**src/design/kts_pkg.sv**
```systemverilog
// Shared types and constants of the tree broadcast send scheduler
`default_nettype none
package kts_pkg;

    localparam int NODE_W = 10;
    localparam int K_W    = 5;
    localparam int N_W    = 11;
    localparam int P_W    = 11;
    localparam int T_W    = P_W + K_W;
    localparam int KIND_W = 2;
    localparam int CFG_AW = 1;
    localparam int CFG_DW = 11;
    localparam int Q_DEPTH = 2;
    localparam int Q_AW    = 1;

    localparam logic [KIND_W-1:0] KIND_TREE   = 2'd0;
    localparam logic [KIND_W-1:0] KIND_RING   = 2'd1;
    localparam logic [KIND_W-1:0] KIND_FINISH = 2'd2;

    localparam logic [CFG_AW-1:0] CFG_FANOUT     = 1'd0;
    localparam logic [CFG_AW-1:0] CFG_NODE_COUNT = 1'd1;

    localparam logic [K_W-1:0] FANOUT_RESET     = 5'd2;
    localparam logic [N_W-1:0] NODE_COUNT_RESET = 11'd1024;

    typedef struct packed {
        logic [NODE_W-1:0] node;
        logic [K_W-1:0]    k;
        logic [N_W-1:0]    n;
        logic [P_W-1:0]    p;
    } job_t;

endpackage
`default_nettype wire

```
**src/design/kts_front.sv**
```systemverilog
// Front end: range and done checks, integer level search, job push
`default_nettype none
module kts_front #(
    parameter int NODES_MAX = 1024
) (
    input  wire logic                       clk,
    input  wire logic                       rst_n,
    input  wire logic                       in_valid,
    output logic                            in_ready,
    input  wire logic [kts_pkg::NODE_W-1:0] node,
    input  wire logic [kts_pkg::K_W-1:0]    k_eff,
    input  wire logic [kts_pkg::N_W-1:0]    n_eff,
    input  wire logic                       q_full,
    output logic                            push,
    output kts_pkg::job_t                   push_job
);

    localparam int AW = (NODES_MAX > 1) ? $clog2(NODES_MAX) : 1;

    typedef enum logic [2:0] {S_CLEAR, S_IDLE, S_LOOK, S_LOG, S_PUSH} state_t;

    state_t                      state_reg;
    logic [AW-1:0]               clr_addr_reg;
    logic [kts_pkg::NODE_W-1:0]  node_reg;
    logic [kts_pkg::K_W-1:0]     k_reg;
    logic [kts_pkg::N_W-1:0]     n_reg;
    logic [kts_pkg::P_W-1:0]     p_reg;
    logic                        rd_done_reg;
    logic                        done_mem [NODES_MAX];

    logic                        accept;
    logic                        in_range;
    logic [kts_pkg::T_W-1:0]     prod;
    logic [kts_pkg::T_W-1:0]     node_plus1;
    logic                        mem_we;
    logic [AW-1:0]               mem_waddr;
    logic                        mem_wdata;

    assign in_ready   = (state_reg == S_IDLE);
    assign accept     = in_valid && in_ready;
    assign in_range   = ({1'b0, node} < n_eff);
    assign prod       = {{kts_pkg::K_W{1'b0}}, p_reg} * {{kts_pkg::P_W{1'b0}}, k_reg};
    assign node_plus1 = {{(kts_pkg::T_W - kts_pkg::NODE_W){1'b0}}, node_reg}
                        + kts_pkg::T_W'(1);

    assign push     = (state_reg == S_PUSH) && !q_full;
    assign push_job = '{node: node_reg, k: k_reg, n: n_reg, p: p_reg};

    assign mem_we    = (state_reg == S_CLEAR) || push;
    assign mem_waddr = (state_reg == S_CLEAR) ? clr_addr_reg : AW'(node_reg);
    assign mem_wdata = (state_reg != S_CLEAR);

    always_ff @(posedge clk)
    begin
        if (mem_we)
        begin
            done_mem[mem_waddr] <= mem_wdata;
        end
        rd_done_reg <= done_mem[AW'(node)];
    end

    always_ff @(posedge clk or negedge rst_n)
    begin
        if (!rst_n)
        begin
            state_reg    <= S_CLEAR;
            clr_addr_reg <= '0;
            node_reg     <= '0;
            k_reg        <= '0;
            n_reg        <= '0;
            p_reg        <= '0;
        end
        else
        begin
            case (state_reg)
                S_CLEAR:
                begin
                    clr_addr_reg <= clr_addr_reg + AW'(1);
                    if (clr_addr_reg == AW'(NODES_MAX - 1))
                    begin
                        state_reg <= S_IDLE;
                    end
                end
                S_IDLE:
                begin
                    if (accept && in_range)
                    begin
                        node_reg  <= node;
                        k_reg     <= k_eff;
                        n_reg     <= n_eff;
                        p_reg     <= kts_pkg::P_W'(1);
                        state_reg <= S_LOOK;
                    end
                end
                S_LOOK:
                begin
                    // drop nodes that already ran
                    state_reg <= rd_done_reg ? S_IDLE : S_LOG;
                end
                S_LOG:
                begin
                    if (prod <= node_plus1)
                    begin
                        p_reg <= prod[kts_pkg::P_W-1:0];
                    end
                    else
                    begin
                        state_reg <= S_PUSH;
                    end
                end
                S_PUSH:
                begin
                    if (!q_full)
                    begin
                        state_reg <= S_IDLE;
                    end
                end
                default:
                begin
                    state_reg <= S_IDLE;
                end
            endcase
        end
    end

endmodule
`default_nettype wire

```
**src/design/kts_queue.sv**
```systemverilog
// Short job queue between front end and send sequencer
`default_nettype none
module kts_queue (
    input  wire logic          clk,
    input  wire logic          rst_n,
    input  wire logic          push,
    input  wire kts_pkg::job_t push_job,
    output logic               full,
    input  wire logic          pop,
    output logic               empty,
    output kts_pkg::job_t      head
);

    kts_pkg::job_t             q_mem [kts_pkg::Q_DEPTH];
    logic [kts_pkg::Q_AW-1:0]  wr_ptr_reg;
    logic [kts_pkg::Q_AW-1:0]  rd_ptr_reg;
    logic [kts_pkg::Q_AW:0]    count_reg;

    assign full  = (count_reg == (kts_pkg::Q_AW + 1)'(kts_pkg::Q_DEPTH));
    assign empty = (count_reg == '0);
    assign head  = q_mem[rd_ptr_reg];

    always_ff @(posedge clk)
    begin
        if (push)
        begin
            q_mem[wr_ptr_reg] <= push_job;
        end
    end

    always_ff @(posedge clk or negedge rst_n)
    begin
        if (!rst_n)
        begin
            wr_ptr_reg <= '0;
            rd_ptr_reg <= '0;
            count_reg  <= '0;
        end
        else
        begin
            if (push)
            begin
                wr_ptr_reg <= wr_ptr_reg + kts_pkg::Q_AW'(1);
            end
            if (pop)
            begin
                rd_ptr_reg <= rd_ptr_reg + kts_pkg::Q_AW'(1);
            end
            if (push && !pop)
            begin
                count_reg <= count_reg + (kts_pkg::Q_AW + 1)'(1);
            end
            else if (pop && !push)
            begin
                count_reg <= count_reg - (kts_pkg::Q_AW + 1)'(1);
            end
        end
    end

endmodule
`default_nettype wire

```
**src/design/kts_back.sv**
```systemverilog
// Send sequencer: tree sends, ring corrections and finish marker
`default_nettype none
module kts_back (
    input  wire logic                        clk,
    input  wire logic                        rst_n,
    input  wire logic                        q_empty,
    input  wire kts_pkg::job_t               head,
    output logic                             pop,
    output logic                             out_valid,
    input  wire logic                        out_ready,
    output logic [kts_pkg::KIND_W-1:0]       kind,
    output logic [kts_pkg::NODE_W-1:0]       sender_node,
    output logic [kts_pkg::NODE_W-1:0]       target_node,
    output logic                             last
);

    typedef enum logic [1:0] {B_IDLE, B_TREE, B_RING, B_FIN} state_t;

    state_t                       state_reg;
    logic [kts_pkg::NODE_W-1:0]   node_reg;
    logic [kts_pkg::K_W-1:0]      k_reg;
    logic [kts_pkg::N_W-1:0]      n_reg;
    logic [kts_pkg::P_W-1:0]      p_reg;
    logic [kts_pkg::K_W-1:0]      i_reg;
    logic [kts_pkg::T_W-1:0]      t_reg;
    logic [kts_pkg::N_W-1:0]      r_reg;
    logic                         out_valid_reg;
    logic [kts_pkg::KIND_W-1:0]   kind_reg;
    logic [kts_pkg::NODE_W-1:0]   sender_reg;
    logic [kts_pkg::NODE_W-1:0]   target_reg;
    logic                         last_reg;

    logic                         out_free;
    logic [kts_pkg::N_W-1:0]      r_next;
    logic                         tree_hit;
    logic                         emit;

    assign out_free = !out_valid_reg || out_ready;
    assign pop      = (state_reg == B_IDLE) && !q_empty;
    assign r_next   = (r_reg == '0) ? (n_reg - kts_pkg::N_W'(1))
                                    : (r_reg - kts_pkg::N_W'(1));
    assign tree_hit = (t_reg < {{(kts_pkg::T_W - kts_pkg::N_W){1'b0}}, n_reg});
    assign emit     = out_free && (((state_reg == B_TREE) && tree_hit)
                                   || (state_reg == B_RING)
                                   || (state_reg == B_FIN));

    assign out_valid   = out_valid_reg;
    assign kind        = kind_reg;
    assign sender_node = sender_reg;
    assign target_node = target_reg;
    assign last        = last_reg;

    always_ff @(posedge clk or negedge rst_n)
    begin
        if (!rst_n)
        begin
            state_reg     <= B_IDLE;
            node_reg      <= '0;
            k_reg         <= '0;
            n_reg         <= '0;
            p_reg         <= '0;
            i_reg         <= '0;
            t_reg         <= '0;
            r_reg         <= '0;
            out_valid_reg <= 1'b0;
            kind_reg      <= kts_pkg::KIND_TREE;
            sender_reg    <= '0;
            target_reg    <= '0;
            last_reg      <= 1'b0;
        end
        else
        begin
            if (emit)
            begin
                out_valid_reg <= 1'b1;
            end
            else if (out_ready)
            begin
                out_valid_reg <= 1'b0;
            end
            case (state_reg)
                B_IDLE:
                begin
                    if (!q_empty)
                    begin
                        node_reg  <= head.node;
                        k_reg     <= head.k;
                        n_reg     <= head.n;
                        p_reg     <= head.p;
                        i_reg     <= kts_pkg::K_W'(1);
                        t_reg     <= {{(kts_pkg::T_W - kts_pkg::NODE_W){1'b0}}, head.node}
                                     + {{kts_pkg::K_W{1'b0}}, head.p};
                        r_reg     <= {{(kts_pkg::N_W - kts_pkg::NODE_W){1'b0}}, head.node};
                        state_reg <= B_TREE;
                    end
                end
                B_TREE:
                begin
                    if (out_free)
                    begin
                        if (tree_hit)
                        begin
                            kind_reg      <= kts_pkg::KIND_TREE;
                            sender_reg    <= node_reg;
                            target_reg    <= t_reg[kts_pkg::NODE_W-1:0];
                            last_reg      <= 1'b0;
                        end
                        // targets only grow, so the first miss ends the tree sends
                        if (!tree_hit || i_reg == k_reg)
                        begin
                            i_reg     <= kts_pkg::K_W'(1);
                            state_reg <= B_RING;
                        end
                        else
                        begin
                            i_reg <= i_reg + kts_pkg::K_W'(1);
                            t_reg <= t_reg + {{kts_pkg::K_W{1'b0}}, p_reg};
                        end
                    end
                end
                B_RING:
                begin
                    if (out_free)
                    begin
                        kind_reg      <= kts_pkg::KIND_RING;
                        sender_reg    <= node_reg;
                        target_reg    <= r_next[kts_pkg::NODE_W-1:0];
                        last_reg      <= 1'b0;
                        r_reg         <= r_next;
                        if (i_reg == k_reg - kts_pkg::K_W'(1))
                        begin
                            state_reg <= B_FIN;
                        end
                        else
                        begin
                            i_reg <= i_reg + kts_pkg::K_W'(1);
                        end
                    end
                end
                B_FIN:
                begin
                    if (out_free)
                    begin
                        kind_reg      <= kts_pkg::KIND_FINISH;
                        sender_reg    <= node_reg;
                        target_reg    <= '0;
                        last_reg      <= 1'b1;
                        state_reg     <= B_IDLE;
                    end
                end
                default:
                begin
                    state_reg <= B_IDLE;
                end
            endcase
        end
    end

endmodule
`default_nettype wire

```
**src/design/kary_tree_ring_broadcast_sched.sv**
```systemverilog
// Top level of the corrected k-ary tree broadcast send scheduler
// Input channel (in_valid/in_ready, node): one request per node that starts
// receiving; node 0 is the root. Out-of-range or already finished nodes are
// taken and give no results.
// Output channel (out_valid/out_ready): the sends of one node in order, tree
// sends, then fanout-1 ring correction sends, then a finish marker with last.
// Config port: cfg_wr_en/cfg_addr/cfg_wdata writes fanout (0) or node_count
// (1); write only while the block is idle.
// Front: a request passes the done-bit memory read, one multiply per level of
// the log search and the queue push; the sequencer registers the first result
// in its tree state, or in its ring state when no tree target is below
// node_count.
// Throughput: the sequencer gives one result per cycle while the receiver
// is ready, up to 2*fanout per node; the front works on the next request
// meanwhile through a two-entry queue.
// Reset: registers go to fanout 2 and node_count 1024, then a clearing pass
// over all NODES_MAX entries wipes the done-bit memory with in_ready low.
// A stalled receiver holds the output register; the queue fills and then
// in_ready drops.
`default_nettype none
module kary_tree_ring_broadcast_sched #(
    parameter int NODES_MAX  = 1024,
    parameter int FANOUT_MAX = 16
) (
    input  wire logic                         clk,
    input  wire logic                         rst_n,
    input  wire logic                         cfg_wr_en,
    input  wire logic [kts_pkg::CFG_AW-1:0]   cfg_addr,
    input  wire logic [kts_pkg::CFG_DW-1:0]   cfg_wdata,
    input  wire logic                         in_valid,
    output logic                              in_ready,
    input  wire logic [kts_pkg::NODE_W-1:0]   node,
    output logic                              out_valid,
    input  wire logic                         out_ready,
    output logic [kts_pkg::KIND_W-1:0]        kind,
    output logic [kts_pkg::NODE_W-1:0]        sender_node,
    output logic [kts_pkg::NODE_W-1:0]        target_node,
    output logic                              last
);

    logic [kts_pkg::K_W-1:0]  fanout_reg;
    logic [kts_pkg::N_W-1:0]  node_count_reg;
    logic [kts_pkg::K_W-1:0]  k_eff;
    logic [kts_pkg::N_W-1:0]  n_eff;

    logic                     q_full;
    logic                     q_empty;
    logic                     push;
    logic                     pop;
    kts_pkg::job_t            push_job;
    kts_pkg::job_t            head;

    always_ff @(posedge clk or negedge rst_n)
    begin
        if (!rst_n)
        begin
            fanout_reg     <= kts_pkg::FANOUT_RESET;
            node_count_reg <= kts_pkg::NODE_COUNT_RESET;
        end
        else if (cfg_wr_en)
        begin
            case (cfg_addr)
                kts_pkg::CFG_FANOUT:     fanout_reg     <= cfg_wdata[kts_pkg::K_W-1:0];
                kts_pkg::CFG_NODE_COUNT: node_count_reg <= cfg_wdata[kts_pkg::N_W-1:0];
                default: ;
            endcase
        end
    end

    // saturate fanout and node count to their usable ranges
    always_comb
    begin
        if (fanout_reg < kts_pkg::K_W'(2))
        begin
            k_eff = kts_pkg::K_W'(2);
        end
        else if (int'(fanout_reg) > FANOUT_MAX)
        begin
            k_eff = kts_pkg::K_W'(FANOUT_MAX);
        end
        else
        begin
            k_eff = fanout_reg;
        end

        if (node_count_reg == '0)
        begin
            n_eff = kts_pkg::N_W'(1);
        end
        else if (int'(node_count_reg) > NODES_MAX)
        begin
            n_eff = kts_pkg::N_W'(NODES_MAX);
        end
        else
        begin
            n_eff = node_count_reg;
        end
    end

    kts_front #(
        .NODES_MAX (NODES_MAX)
    ) u_front (
        .clk      (clk),
        .rst_n    (rst_n),
        .in_valid (in_valid),
        .in_ready (in_ready),
        .node     (node),
        .k_eff    (k_eff),
        .n_eff    (n_eff),
        .q_full   (q_full),
        .push     (push),
        .push_job (push_job)
    );

    kts_queue u_queue (
        .clk      (clk),
        .rst_n    (rst_n),
        .push     (push),
        .push_job (push_job),
        .full     (q_full),
        .pop      (pop),
        .empty    (q_empty),
        .head     (head)
    );

    kts_back u_back (
        .clk         (clk),
        .rst_n       (rst_n),
        .q_empty     (q_empty),
        .head        (head),
        .pop         (pop),
        .out_valid   (out_valid),
        .out_ready   (out_ready),
        .kind        (kind),
        .sender_node (sender_node),
        .target_node (target_node),
        .last        (last)
    );

endmodule
`default_nettype wire

```
**config.mk**
```make
export PLATFORM = sky130hd
export DESIGN_NAME = kary_tree_ring_broadcast_sched
export DESIGN_NICKNAME = d
export VERILOG_FILES = /design/src/design/kts_pkg.sv /design/src/design/kts_front.sv /design/src/design/kts_queue.sv /design/src/design/kts_back.sv /design/src/design/kary_tree_ring_broadcast_sched.sv
export SDC_FILE = /design/constraint.sdc
export NUM_CORES = 2
export LEC_CHECK = 0
export BUFFER_PORTS_ARGS = -buffer_cell sky130_fd_sc_hd__buf_2
export CORE_MARGIN = 8
export CORE_UTILIZATION = 39
export CTS_CLUSTER_DIAMETER = 100
export DETAILED_ROUTE_END_ITERATION = 8
export GPL_TIMING_DRIVEN = 0
export MAX_ROUTING_LAYER = met4
export PLACE_DENSITY = 0.67
export SYNTH_ARGS = -nofsm -noshare
export SYNTH_HDL_FRONTEND = slang
export SYNTH_SLANG_ARGS = --single-unit
```
**constraint.sdc**
```tcl
create_clock -name clk -period 20.6 [get_ports clk]
set_input_delay 4.12 -clock clk [delete_from_list [all_inputs] [get_ports clk]]
set_output_delay 4.12 -clock clk [all_outputs]
set_load 0.1 [all_outputs]
```
==> summary.txt <==
STA
  • Sum Neg Setup Slack: 0 ps
  • Final worst path period need: 8388 ps
  • Final cycle utilization of the critical path: 40.72%
  • Setup skew after layout: 65.83 ps
  • Maximum clock rate: 119.2 MHz
  • Slew at the pin closest to its max-slew limit: 1678 ps
  • Setup repair after global routing missed its margin: false
  • Relative slew slack: -11.88%
  • Max Slew Vio Count: 33
  • Final count of negative-setup-slack endpoints: 0
  • Final count of hold timing violations: 0

Yosys
  • Number of warnings reported in the yosys synthesis log: 0
  • Top cells by area in the synthesized netlist: sky130_fd_sc_hd__edfxtp_1, sky130_fd_sc_hd__mux4_2, sky130_fd_sc_hd__nor2_1
  • Cell area after technology mapping: 57,710 sq um
  • Number of enable-type register cells in the synthesized netlist: 1,098
  • Syn Area/Cell: 13.21 sq um
  • Predominant post-synthesis flop cell: sky130_fd_sc_hd__edfxtp_1
  • Cell variety after synth: 85
  • Instance count of the mapped netlist: 4,369
  • Async SR Flop Fraction: 12.98%
  • Post-synthesis sequential element count: 1,263
  • Most numerous cell in the Yosys netlist: sky130_fd_sc_hd__nor2_1
  • Synth top area share: 57.14%
  • Sequential cell area fraction in the yosys report: 64.29%
  • Net count of the mapped netlist: 4,511
  • Synth top cells by count: sky130_fd_sc_hd__nor2_1, sky130_fd_sc_hd__edfxtp_1, sky130_fd_sc_hd__clkbuf_1
  • Most area-hungry cell type in the Yosys netlist: sky130_fd_sc_hd__edfxtp_1

CTS
  • Total number of H-tree levels: 4
  • Clock buffers created by TritonCTS: 134
  • Clock Root Buffer: sky130_fd_sc_hd__clkbuf_16
  • Hold buffers post-CTS: 0
  • Clock transition at the registers of the reported paths: 60 ps
  • Clock sinks: 1,263
  • Maximum clock path buffer count: 3
  • Later-pin clock latency in the skew report: 800 ps
  • CTS tree: done
  • Number of instances resized during post-cts repair: 0
  • Number of setup buffers added after CTS: 0

Outcome
  • Result of the run: finished, violations left
  • Failing checks: capacitance limit, slew limit

Layout
  • Proportion of layout cells with a drive suffix above 1: 13.54%
  • Area added between synthesis and finish: 12.50%
  • Util after Layout: 44.07%
  • Number of nets at the end of the flow: 4,713
  • Flip-flop count of the largest register after layout: 1,024

Routing
  • WL per Instance: 29.76 microns
  • Via-per-instance ratio: 6.015
  • Number of DRC markers in iteration 0: 6,452
  • Detail Route Antenna Nets: 0
  • Total routed wirelength: 196,700 microns
  • Remaining routing DRC violations: 0
  • Vias post-DR: 39,758
  • Drt first pass iters: 8

Critical path
  • Largest fanout on the critical path: 10
  • Max stage delay on crit path: 1100 ps
  • Required @ worst endpoint: 21,230 ps
  • WP data arrival: 9020 ps
  • Number of cells on the worst reg-to-reg path: 21
  • Kind of end point of the critical path: flop
  • Slowest CP cell: sky130_fd_sc_hd__clkbuf_1
  • Beginning of the critical path: node[4]
  • Startpoint type of the worst setup path: input pin
  • Cell repeated most along the worst path: sky130_fd_sc_hd__clkbuf_1
  • Worst r2r src: u_front.k_reg[3]$_DFFE_PN0P_
  • Type of the worst setup path: input pin to flop
  • Cell Chain, Critical Path: buf_2 -> clkbuf_1 -> clkbuf_1 -> clkbuf_1 -> clkbuf_1 -> nor3_1 -> o21ai_0 -> nand3_1 -> nand4_1

Global route
  • Largest net degree at the start of global routing: 113
  • Antenna violations before repair: 9
  • First-pass GRT wire length: 274,900 microns
  • GRT overflow: 0
  • Vias in the first global route: 37,843
  • Total GRT Usage: 24.37%

Worst hold path
  • Type of the worst min-delay path: flop to flop
  • Worst hold path startpoint: u_back.target_node[3]$_DFFE_PN0P_
  • Min-Delay Path Depth: 2

Floorplanning
  • Height of the die: 400.7 microns
  • Area of the core: 147,300 sq um
  • Die ar.: 160,500 sq um
  • Top-level port count: 52
  • Placement row count: 141
  • Die Span X: 400.7 microns
  • Starting Density: 39.17%

Placement
  • Final weighted congestion in routability-driven placement: 1.039
  • Number of buffers added on ports: 50
  • HPWL after detailed placement: 129,700 microns

Pwr
  • Worst-case vdd ir drop: 0.08804 mV
  • Static leakage: 23.59 nW
  • Cell Pwr Density: 88.08 nW/um^2

Job
  • Max-Cap Viols: 4
kinds of logic (layout without fill, tap and decap cells):
kind of cell | count (synthesis) | in the layout | synth area share (%)
other | 0 | 6 | 0
buffers and inverters | 428 | 733 | 2.957
AND/OR/NAND/NOR | 1648 | 1648 | 11.79
multiplexers | 411 | 411 | 12.26
AO/OA/AOI/OAI | 445 | 445 | 4.933
adder cells (fa/ha/maj) | 115 | 115 | 2.871
XOR/XNOR | 59 | 59 | 0.8954
flip-flops | 1263 | 1263 | 64.29
report_power, final:
part           leakage (nW)  total, W  internal (W)  switching, W
logic                  6.78  0.000572      0.000163      0.000409
registers              14.8   0.00282       0.00278     0.0000385
clock network          2.01   0.00232       0.00128       0.00105
worst max-delay path: cells and delay by family:
family                 cells  cell delay (ps)
buffers and inverters      5             3260
and+or+nand+nor            3             1100
AOI/OAI and AO/OA          1              520
cells in the final DEF (no fill, tap or decap), types with 58 or more instances in the layout:
master / netlist / routed
sky130_fd_sc_hd__inv_1: 85 / 85
sky130_fd_sc_hd__a22oi_1: 59 / 59
sky130_fd_sc_hd__nand2_1: 267 / 267
sky130_fd_sc_hd__nor2_1: 1106 / 1106
sky130_fd_sc_hd__nor3_1: 69 / 68
sky130_fd_sc_hd__mux2i_1: 122 / 122
sky130_fd_sc_hd__ha_1: 86 / 86
sky130_fd_sc_hd__dfrtp_1: 162 / 162
sky130_fd_sc_hd__mux4_2: 231 / 231
sky130_fd_sc_hd__buf_2: 37 / 93
sky130_fd_sc_hd__mux2_2: 58 / 58
sky130_fd_sc_hd__clkbuf_16: 0 / 134
sky130_fd_sc_hd__a21oi_1: 86 / 86
sky130_fd_sc_hd__edfxtp_1: 1098 / 1098
sky130_fd_sc_hd__o21ai_0: 137 / 137
sky130_fd_sc_hd__clkbuf_1: 271 / 287
area by class of cell:
type,instances,area [sq um]
repair buffers,66,619.3
inverters,87,326.6
fillers,13369,82390
diodes,6,15.01
multi-input cells,2678,18930
clock buffers,173,3551
plain buffers,341,1411
clock inverters,66,555.5
flip-flops and latches,1263,37100
well taps,1930,2415
metrics by stage:
| step | cells | cell area (sq um) | setup WS (ps) | hold WS [ps] | power, W |
|---|---|---|---|---|---|
| floorplan | 4369 | 57710 | 666.1 | 430.3 | 0.003245 |
| global placement | 6349 | 60370 | -13490 | 448.4 | 0.003429 |
| finish | 6610 | 64920 | 12210 | 473.4 | 0.005718 |
| detailed placement | 6364 | 60780 | 11770 | 465.3 | 0.003436 |
| global route | 6607 | 64910 | 12410 | 484.1 | 0.005853 |
| CTS | 6603 | 64890 | 12560 | 479.1 | 0.005712 |
routing by layer:
metal	wire [microns]	global-route usage (%)	vias to the layer above	share of wire (%)
li1	-	-	16285	-
met1	70940	30.06	20039	36
met2	85850	35.57	2780	44
met3	26710	7.756	654	14
met4	13220	13.63	0	6.7
met5	0	-	-	0
worst paths after layout:
check,end,slack (ps)
worst max-delay path,u_front.rd_done_reg$_DFF_P_,12210
worst min-delay path,u_back.target_node[3]$_DFFE_PN0P_,470
worst max register to register,u_front.p_reg[0]$_DFFE_PN0P_,14740
worst min register to register,u_back.target_node[3]$_DFFE_PN0P_,470
max in group asynchronous,fanout_reg[1]$_DFFE_PN1P_,16380
min in group asynchronous,u_back.i_reg[0]$_DFFE_PN0P_,3300
Power figures use the tool's default switching activity.
